--- config.mk ---
export PLATFORM = sky130hd
export DESIGN_NAME = relay_header_node_list_parser
export DESIGN_NICKNAME = d
export VERILOG_FILES = /design/src/hw/rtl/rhnlp_pkg.sv /design/src/hw/rtl/rhnlp_core.sv /design/src/hw/rtl/relay_header_node_list_parser.sv
export VERILOG_INCLUDE_DIRS = /design/src /design/src/hw/rtl
export SDC_FILE = /design/constraint.sdc
export NUM_CORES = 1
export LEC_CHECK = 0
export BUFFER_PORTS_ARGS = -buffer_cell sky130_fd_sc_hd__buf_2
export CORE_AREA = 2 2 117 119
export DETAILED_ROUTE_END_ITERATION = 8
export DIE_AREA = 0 0 119 121
export SLEW_MARGIN = 20
export SYNTH_ARGS = -nofsm -noshare
export SYNTH_HDL_FRONTEND = slang
export SYNTH_SLANG_ARGS = --single-unit
--- constraint.sdc ---
create_clock -name clk_i -period 3.4 [get_ports clk_i]
set_clock_uncertainty 0.15 [all_clocks]
set_input_delay 0.68 -clock clk_i [delete_from_list [all_inputs] [get_ports clk_i]]
set_output_delay 0.68 -clock clk_i [all_outputs]
set_load 0.02 [all_outputs]
--- src/hw/rtl/relay_header_node_list_parser_macros.svh ---
// Assertion macros for the relay header parser.
`ifndef RELAY_HEADER_NODE_LIST_PARSER_MACROS_SVH
`define RELAY_HEADER_NODE_LIST_PARSER_MACROS_SVH

// Antecedent implies consequent in the same cycle, checked out of reset.
`define RHNLP_ASSERT_IMPL(lbl, ante, cons, msg) \
  lbl: assert property (@(posedge clk_i) disable iff (!rst_ni) (ante) |-> (cons)) \
    else $error(msg);

// Antecedent implies consequent in the following cycle, checked out of reset.
`define RHNLP_ASSERT_NEXT(lbl, ante, cons, msg) \
  lbl: assert property (@(posedge clk_i) disable iff (!rst_ni) (ante) |=> (cons)) \
    else $error(msg);

`endif

--- src/hw/rtl/rhnlp_pkg.sv ---
package rhnlp_pkg;

  localparam int unsigned TimestampLen = 8;
  localparam logic [7:0] FrameType = 8'h02;

  typedef enum logic [3:0] {
    PhType    = 4'd0,
    PhSender  = 4'd1,
    PhGcount  = 4'd2,
    PhGood    = 4'd3,
    PhBcount  = 4'd4,
    PhBad     = 4'd5,
    PhTs      = 4'd6,
    PhPayload = 4'd7,
    PhDiscard = 4'd8
  } phase_e;

  typedef enum logic [1:0] {
    KindGood = 2'd0,
    KindBad  = 2'd1,
    KindData = 2'd2,
    KindEnd  = 2'd3
  } kind_e;

  typedef struct packed {
    kind_e       kind;
    logic [15:0] value;
    logic        frame_end;
    logic        frame_ok;
  } result_t;

endpackage

--- src/hw/rtl/rhnlp_core.sv ---
module rhnlp_core (
  input  logic               clk_i,
  input  logic               rst_ni,
  input  logic               accept_i,
  input  logic [7:0]         byte_i,
  input  logic               last_i,
  output logic               have_o,
  output rhnlp_pkg::result_t result_o
);

  localparam logic [4:0] TsLenW = 5'(rhnlp_pkg::TimestampLen);
  localparam rhnlp_pkg::phase_e TsEntry =
    (rhnlp_pkg::TimestampLen == 0) ? rhnlp_pkg::PhPayload : rhnlp_pkg::PhTs;

  rhnlp_pkg::phase_e phase_q, phase_d;
  logic [15:0] left_q, left_d;
  logic [3:0]  bif_q, bif_d;
  logic [7:0]  hold_q, hold_d;
  logic        mismatch_q, mismatch_d;

  logic        have;
  rhnlp_pkg::kind_e kind;
  logic [15:0] word;
  logic [15:0] left_dec;

  assign word     = {hold_q, byte_i};
  assign left_dec = left_q - 16'd1;

  always_comb begin
    phase_d    = phase_q;
    left_d     = left_q;
    bif_d      = bif_q;
    hold_d     = hold_q;
    mismatch_d = mismatch_q;
    have       = 1'b0;
    kind       = rhnlp_pkg::KindEnd;

    case (phase_q)
      rhnlp_pkg::PhType: begin
        if (byte_i == rhnlp_pkg::FrameType) begin
          phase_d = rhnlp_pkg::PhSender;
          bif_d   = 4'd0;
        end else begin
          mismatch_d = 1'b1;
          phase_d    = rhnlp_pkg::PhDiscard;
        end
      end
      rhnlp_pkg::PhSender, rhnlp_pkg::PhGcount, rhnlp_pkg::PhGood,
      rhnlp_pkg::PhBcount, rhnlp_pkg::PhBad: begin
        if (bif_q == 4'd0) begin
          hold_d = byte_i;
          bif_d  = 4'd1;
        end else begin
          bif_d = 4'd0;
          case (phase_q)
            rhnlp_pkg::PhSender: begin
              have    = 1'b1;
              kind    = rhnlp_pkg::KindGood;
              phase_d = rhnlp_pkg::PhGcount;
            end
            rhnlp_pkg::PhGcount: begin
              left_d  = word;
              phase_d = (word == 16'd0) ? rhnlp_pkg::PhBcount : rhnlp_pkg::PhGood;
            end
            rhnlp_pkg::PhGood: begin
              have   = 1'b1;
              kind   = rhnlp_pkg::KindGood;
              left_d = left_dec;
              if (left_dec == 16'd0) begin
                phase_d = rhnlp_pkg::PhBcount;
              end
            end
            rhnlp_pkg::PhBcount: begin
              left_d = word;
              if (word == 16'd0) begin
                phase_d = TsEntry;
              end else begin
                phase_d = rhnlp_pkg::PhBad;
              end
            end
            default: begin
              have   = 1'b1;
              kind   = rhnlp_pkg::KindBad;
              left_d = left_dec;
              if (left_dec == 16'd0) begin
                phase_d = TsEntry;
              end
            end
          endcase
        end
      end
      rhnlp_pkg::PhTs: begin
        if ({1'b0, bif_q} + 5'd1 >= TsLenW) begin
          bif_d   = 4'd0;
          phase_d = rhnlp_pkg::PhPayload;
        end else begin
          bif_d = bif_q + 4'd1;
        end
      end
      rhnlp_pkg::PhPayload: begin
        have = 1'b1;
        kind = rhnlp_pkg::KindData;
      end
      default: begin
        phase_d = rhnlp_pkg::PhDiscard;
      end
    endcase
  end

  always_comb begin
    have_o             = have || last_i;
    result_o.kind      = kind;
    result_o.frame_end = last_i;
    result_o.frame_ok  = last_i && !mismatch_d && (phase_d == rhnlp_pkg::PhPayload);
    if (!have) begin
      result_o.value = 16'd0;
    end else if (kind == rhnlp_pkg::KindData) begin
      result_o.value = {8'd0, byte_i};
    end else begin
      result_o.value = word;
    end
  end

  always_ff @(posedge clk_i or negedge rst_ni) begin
    if (!rst_ni) begin
      phase_q    <= rhnlp_pkg::PhType;
      left_q     <= 16'd0;
      bif_q      <= 4'd0;
      hold_q     <= 8'd0;
      mismatch_q <= 1'b0;
    end else if (accept_i) begin
      if (last_i) begin
        phase_q    <= rhnlp_pkg::PhType;
        left_q     <= 16'd0;
        bif_q      <= 4'd0;
        hold_q     <= 8'd0;
        mismatch_q <= 1'b0;
      end else begin
        phase_q    <= phase_d;
        left_q     <= left_d;
        bif_q      <= bif_d;
        hold_q     <= hold_d;
        mismatch_q <= mismatch_d;
      end
    end
  end

endmodule

--- src/hw/rtl/relay_header_node_list_parser.sv ---
// Relay frame header parser. One frame byte is taken per beat on the slave side, with tlast
// on the final byte. A beat is taken every clock cycle while the slave side is ready, which
// holds as long as the output register is empty or is being drained in the same cycle. Each
// node id is reported as a good or bad entry once its second byte arrives, payload bytes
// pass straight through, and the final byte always yields a result carrying the frame
// status. Results appear in a single output register in the cycle after their input beat.
`include "relay_header_node_list_parser_macros.svh"

module relay_header_node_list_parser (
  input  logic        clk_i,
  input  logic        rst_ni,
  input  logic        s_axis_tvalid_i,
  output logic        s_axis_tready_o,
  input  logic [7:0]  s_axis_tdata_i,   // [7:0] in_byte
  input  logic        s_axis_tlast_i,
  output logic        m_axis_tvalid_o,
  input  logic        m_axis_tready_i,
  output logic [23:0] m_axis_tdata_o,   // [15:0] value, [16] frame_ok, [23:17] zero
  output logic [1:0]  m_axis_tuser_o,   // [1:0] kind
  output logic        m_axis_tlast_o
);

  logic               accept;
  logic               have;
  rhnlp_pkg::result_t result;
  rhnlp_pkg::result_t out_q;
  logic               out_valid_q;

  assign s_axis_tready_o = !out_valid_q || m_axis_tready_i;
  assign accept          = s_axis_tvalid_i && s_axis_tready_o;

  rhnlp_core u_core (
    .clk_i    (clk_i),
    .rst_ni   (rst_ni),
    .accept_i (accept),
    .byte_i   (s_axis_tdata_i),
    .last_i   (s_axis_tlast_i),
    .have_o   (have),
    .result_o (result)
  );

  always_ff @(posedge clk_i or negedge rst_ni) begin
    if (!rst_ni) begin
      out_valid_q <= 1'b0;
    end else if (s_axis_tready_o) begin
      out_valid_q <= accept && have;
    end
  end

  always_ff @(posedge clk_i) begin
    if (accept && have) begin
      out_q <= result;
    end
  end

  assign m_axis_tvalid_o = out_valid_q;
  assign m_axis_tdata_o  = {7'd0, out_q.frame_ok, out_q.value};
  assign m_axis_tuser_o  = out_q.kind;
  assign m_axis_tlast_o  = out_q.frame_end;

  `RHNLP_ASSERT_IMPL(a_ok_needs_end, m_axis_tvalid_o && m_axis_tdata_o[16], m_axis_tlast_o,
    "frame status set on a beat that does not end the frame")
  `RHNLP_ASSERT_IMPL(a_end_marker_last,
    m_axis_tvalid_o && (m_axis_tuser_o == rhnlp_pkg::KindEnd),
    m_axis_tlast_o && (m_axis_tdata_o[15:0] == 16'd0),
    "end marker without tlast or with nonzero value")
  `RHNLP_ASSERT_NEXT(a_last_gives_result, accept && s_axis_tlast_i,
    m_axis_tvalid_o && m_axis_tlast_o,
    "final input beat produced no closing result")

endmodule
### Word level (Yosys, flattened, before mapping)

Cells that the tools add are included.

| storage, ports and cells | value |
|---|---|
| bits in registers | 54 |
| bits in writable memories | 0 |
| memory bits (read-only) | 0 |
| latch bits | 0 |
| output and inout bits | 29 |
| memories kept | 0 |
| logic and storage cells | 82 |

| operators by class | value |
|---|---|
| reductions and logical operators | 22 |
| shifts and indexed selects | 0 |
| add/subtract/negate cells | 3 |
| eq/ne operators | 13 |
| multiplexer cells | 31 |
| magnitude comparators | 1 |
| multipliers | 0 |
| bitwise logic cells | 1 |
| div/mod/pow operators | 0 |

Operators with widths:

| kind | count |
|---|---|
| $mux W16 | 3 |
| $mux W4 | 9 |
| $logic_not A16 Y1 | 2 |
| $pmux W16 S2 | 1 |
| $pmux W4 S4 | 2 |
| $mux W8 | 3 |
| $eq A4 B3 Y1 const B | 5 |
| $sub A16 B1 Y16 const B | 1 |
| $pmux W4 S3 | 1 |
| $eq A4 B2 Y1 const B | 2 |
| $eq A8 B2 Y1 const B | 1 |
| $logic_not A4 Y1 | 2 |
| $pmux W2 S2 | 2 |
| $mux W1 | 6 |
| $reduce_and A3 Y1 | 2 |
| $reduce_or A2 Y1 | 3 |
| $add A4 B1 Y5 const B | 1 |
| $ge A5 B4 Y1 const B | 1 |
| $reduce_or A5 Y1 | 1 |
| $add A4 B1 Y4 const B | 1 |
| $eq A4 B1 Y1 const B | 1 |
| $logic_and A1 B1 Y1 | 4 |
| $mux W2 | 2 |
| $ne A2 B2 Y1 const B | 2 |
| other kinds (10) | 13 |

### Depth between registers and ports, before layout

| depth | value |
|---|---|
| word-level depth | 8 |
| gate-level depth with buffers | 10 |
| depth with buffers taken out | 9 |

### Cells and area by module

A second synthesis with hierarchy kept.

| unflattened totals | value |
|---|---|
| cell total of the unflattened synthesis | 326 |
| area, all modules | 3,094.2 um2 |

Modules (own cells, without submodules):

| module | area an instance (um2) | cells each | sequential area each (um2) | instances |
|---|---|---|---|---|
| rhnlp_core | 2,368.5 | 292 | 825.8 | 1 |
| relay_header_node_list_parser | 725.7 | 34 | 625.6 | 1 |

### Worst setup path after synthesis

No wires, ideal clock.

| path | value |
|---|---|
| kind | register to register |
| start point | register u_core.left_q[0] |
| end point | register out_q (netlist bit m_axis_tdata_o[16]), data pin |
| arrival time | 2,734 ps |
| data required time | 2,993 ps |
| stages on the path, launching flop included | 9 |
| path slack | 259 ps |
| period minus slack after synthesis | 3,141 ps |
| library setup time | 257 ps |
| path through | dfrtp_1 or4_1 buf_2 nor3_1 nand2_1 xnor2_1 or4_4 a31o_1 and4bb_1 |

RTL lines:

| element | line | source |
|---|---|---|
| start, declared | rhnlp_core.sv:16 | `logic [15:0] left_q, left_d;` |
| start signal, assigned | rhnlp_core.sv:140 | `left_q <= left_d;` |
| end signal, assigned | relay_header_node_list_parser.sv:52 | `out_q <= result;` |
| end, declared | relay_header_node_list_parser.sv:26 | `rhnlp_pkg::result_t out_q;` |

==> qor.txt <==
Final global-route overflow total: 0
FFs w/ async S/R, synth: 63.0%
Pwr dens: 386 nW/µm²
Leak: 0.00142 µW
R2r worst-path depth: 9
Sequential-to-total area share from yosys stat: 48.7%
Peak VDD IR: 0.000209 V
Worst path cell trace: inv_1, ha_1, or4b_1, nor4b_1, xnor2_1, o211ai_1, or4_4, a31o_1, and4bb_1
Antenna viol nets, final: 0
DR WL/cell: 13.5 µm
ANT cells: 0
Wirelength, routed: 7120 µm
Synth area leader: dfrtp_1
Hold WC Path Type: input pin to async pin
Reg-to-reg endpoint: m_axis_tdata_o[16]
Root Buffer: clkbuf_16
Worst slew pin tran: 783 ps
Nets@finish: 368
Post-DP HPWL: 5240 µm
Die area: 14400 µm²
Multi-input gate area: 1420 µm²
Largest net degree at the start of global routing: 35
Longest Clk Path Bufs: 2
FF+latch count, synth: 54
Cell count after synthesis: 317
CTS Hold Bufs: 0
Max-Slew Margin vs Limit: 47.8%
Placer congestion estimate: 0.903
Final non-filler cell total: 528
Post-synth cell types: 49
Highest clock rate: 309 MHz
Via Count: 2495
Status: finished clean
Chip height: 121 µm
Placed Cells: 520
Crit. End Element: flop
GR peak layer: met2
Fin util: 26.7%
Met1 Use GR: 13.2%
Vias in the first global route: 2347
Nature of the critical path startpoint: flop
Drc violations: 0
Synth warn: 0
Starting Density: 22.8%
CTS tree: yes
CP max-delay cell: or4b_1
Clock transition at path regs: 70 ps
Cell Area, Synth: 2980 µm²
Share of cells above drive strength 1: 17.0%
Final Max Slew Viols: 0
Max_cap viols: 0
Count of clock tree sinks: 54
DRT iter0 DRCs: 180
RSZ-0062 raised after global routing: no
CTS buffer count: 5
DRT Pass-1 Iters: 5
Vias per Instance: 4.73
Main synth FF type: dfrtp_1
Setup-failing EPs final: 0
Clock Latency Late Sink: 290 ps
Post-synth EDFFs: 20
Fillers: 1390
Synth top area cells: dfrtp_1 29%, edfxtp_1 20%, o21ai_0 6.6%
Core Box Area: 13100 µm²
Avg Synthesized Cell Area: 9.39 µm²
Reg area: 1450 µm²
Data required time of the worst path: 3300 ps
Buffer count from post-CTS setup fixing: 0
CP Max Fanout: 9
GRT Util Overall: 10.1%
Site Rows: 42
Crit Reg-Reg Startpoint: u_core.left_q[0]
H-tree depth: 2
WP data arrival: 3130 ps
Met2 GRT Util: 17.6%
R2R setup slack: 170 ps
IO Pins: 42
Critical path buffers and inverters: 1
Crit-path leading delay family: simple AND/OR/NAND/NOR gates
First-pass GRT wire length: 12100 µm
Area grow syn2layout: 17.3%
Post-route setup TNS: 0 ps
Design Power: 1350 µW
Met3 Use GR: 0.940%
Die Wd: 119 µm
Area fraction of the dominant cell type after synthesis: 28.6%
Slowest stage delay, CP: 490 ps
Tcrit/Tclk final: 95.1%
CP Class: flop to flop
Initial antenna violation count: 0
PortBufs: 34
Cts repair resizes: 0
Final Hold Vio Count: 0
Min Clock Period, post-route: 3230 ps
[power breakdown]
group	internal, µW	switching, µW	total (µW)
clock network	273	231	504
registers	694	19.1	713
logic	40.5	91.8	132
[routing by layer]
metal  wire length [µm]  vias to the layer above  part of all wire, %
li1                   -                     1206                    -
met1               3170                     1195                   44
met2               3500                       88                   49
met3                373                        6                  5.2
met4                 84                        0                  1.2
met5                  0                        -                    0
[Yosys cell counts (3+ instances only)]
library cell / number
o21ai_0: 39
nor2_1: 37
dfrtp_1: 34
a21oi_1: 23
edfxtp_1: 20
and2_1: 19
nand2_1: 18
nor3_1: 15
clkbuf_1: 12
a22o_1: 10
nor4_1: 9
buf_4: 7
inv_1: 7
nand2b_1: 6
nand3_1: 6
ha_1: 4
mux2i_1: 4
nand3b_1: 3
nor3b_1: 3
[cell type report]
class | instances | share of cell area (%)
Multi-Input combinational cell | 241 | 40.7
Sequential cell | 54 | 41.5
Clock inverter | 3 | 0.573
Timing Repair Buffer | 42 | 6.59
Clock buffer | 5 | 3.58
Tap cell | 176 | 6.30
Inverter | 7 | 0.752
[cell families (layout without fill, tap and decap cells)]
| kind of cell | after synthesis | in the layout | synth area share [%] |
|---|---|---|---|
| adder cells (fa/ha/maj) | 4 | 4 | 1.68 |
| buffers and inverters | 28 | 57 | 4.50 |
| flip-flops | 54 | 54 | 48.7 |
| AND/OR/NAND/NOR | 134 | 134 | 24.7 |
| XOR/XNOR | 4 | 4 | 1.18 |
| multiplexers | 4 | 4 | 1.34 |
| AO/OA/AOI/OAI | 88 | 88 | 17.7 |
| other | 1 | 7 | 0.126 |
[metrics by stage]
step                      instance area, µm²  setup slack, ps  hold slack, ps
after detailed placement                3350              193             352
final                                   3490              166             313
after global placement                  3350              256             352
after CTS                               3490              180             342
after floorplan                         3000              259             234
after global routing                    3490             65.7             378
[state kept, by name, indices dropped and copies added, names as in the netlist]
signal             cells
m_axis_tdata_o        17
m_axis_tlast_o         1
m_axis_tuser_o         2
m_axis_tvalid_o        1
u_core.bif_q           4
u_core.hold_q          8
u_core.left_q         16
u_core.mismatch_q      1
u_core.phase_q         4
[how the worst max path moves through the flow]
stage	depth (start not counted)	end	slack (ps)	startpoint
after CTS	9	m_axis_tdata_o[16]	180	u_core.left_q[0]
after global placement	9	m_axis_tdata_o[16]	260	u_core.left_q[0]
after detailed placement	9	m_axis_tdata_o[16]	190	u_core.left_q[0]
final	9	m_axis_tdata_o[16]	170	u_core.left_q[0]
after floorplan	8	m_axis_tdata_o[16]	260	u_core.left_q[0]
after global routing	9	m_axis_tdata_o[16]	70	u_core.left_q[0]
[layout by cell type (no fill, tap or decap), drive strengths merged, types with 2 or more instances in the layout]
master	netlist	final
nand3	6	6
clkbuf	12	5
xnor2	2	2
or4	3	3
a311oi	2	2
nor4	9	9
nor3b	3	3
dfrtp	34	34
nand2b	6	6
nand3b	3	3
ha	4	4
nor3	15	15
edfxtp	20	20
nor2	37	37
a22o	10	10
a21oi	23	23
a22oi	2	2
inv	7	8
and3	3	3
o21ai	41	41
nor4b	2	2
buf	9	42
conb	1	7
or4b	2	2
or2	2	2
mux2i	4	4
o211ai	2	2
xor2	2	2
nand2	18	18
or3	3	3
and2	19	19
[worst reg2reg max path, stage by stage (launching register included)]
cell	delay, ps
dfrtp_1	460
inv_1	90
ha_1	150
or4b_1	490
nor4b_1	360
xnor2_1	200
o211ai_1	190
or4_4	460
a31o_1	230
and4bb_1	200
Note: power is estimated with default switching activity, not from simulation.
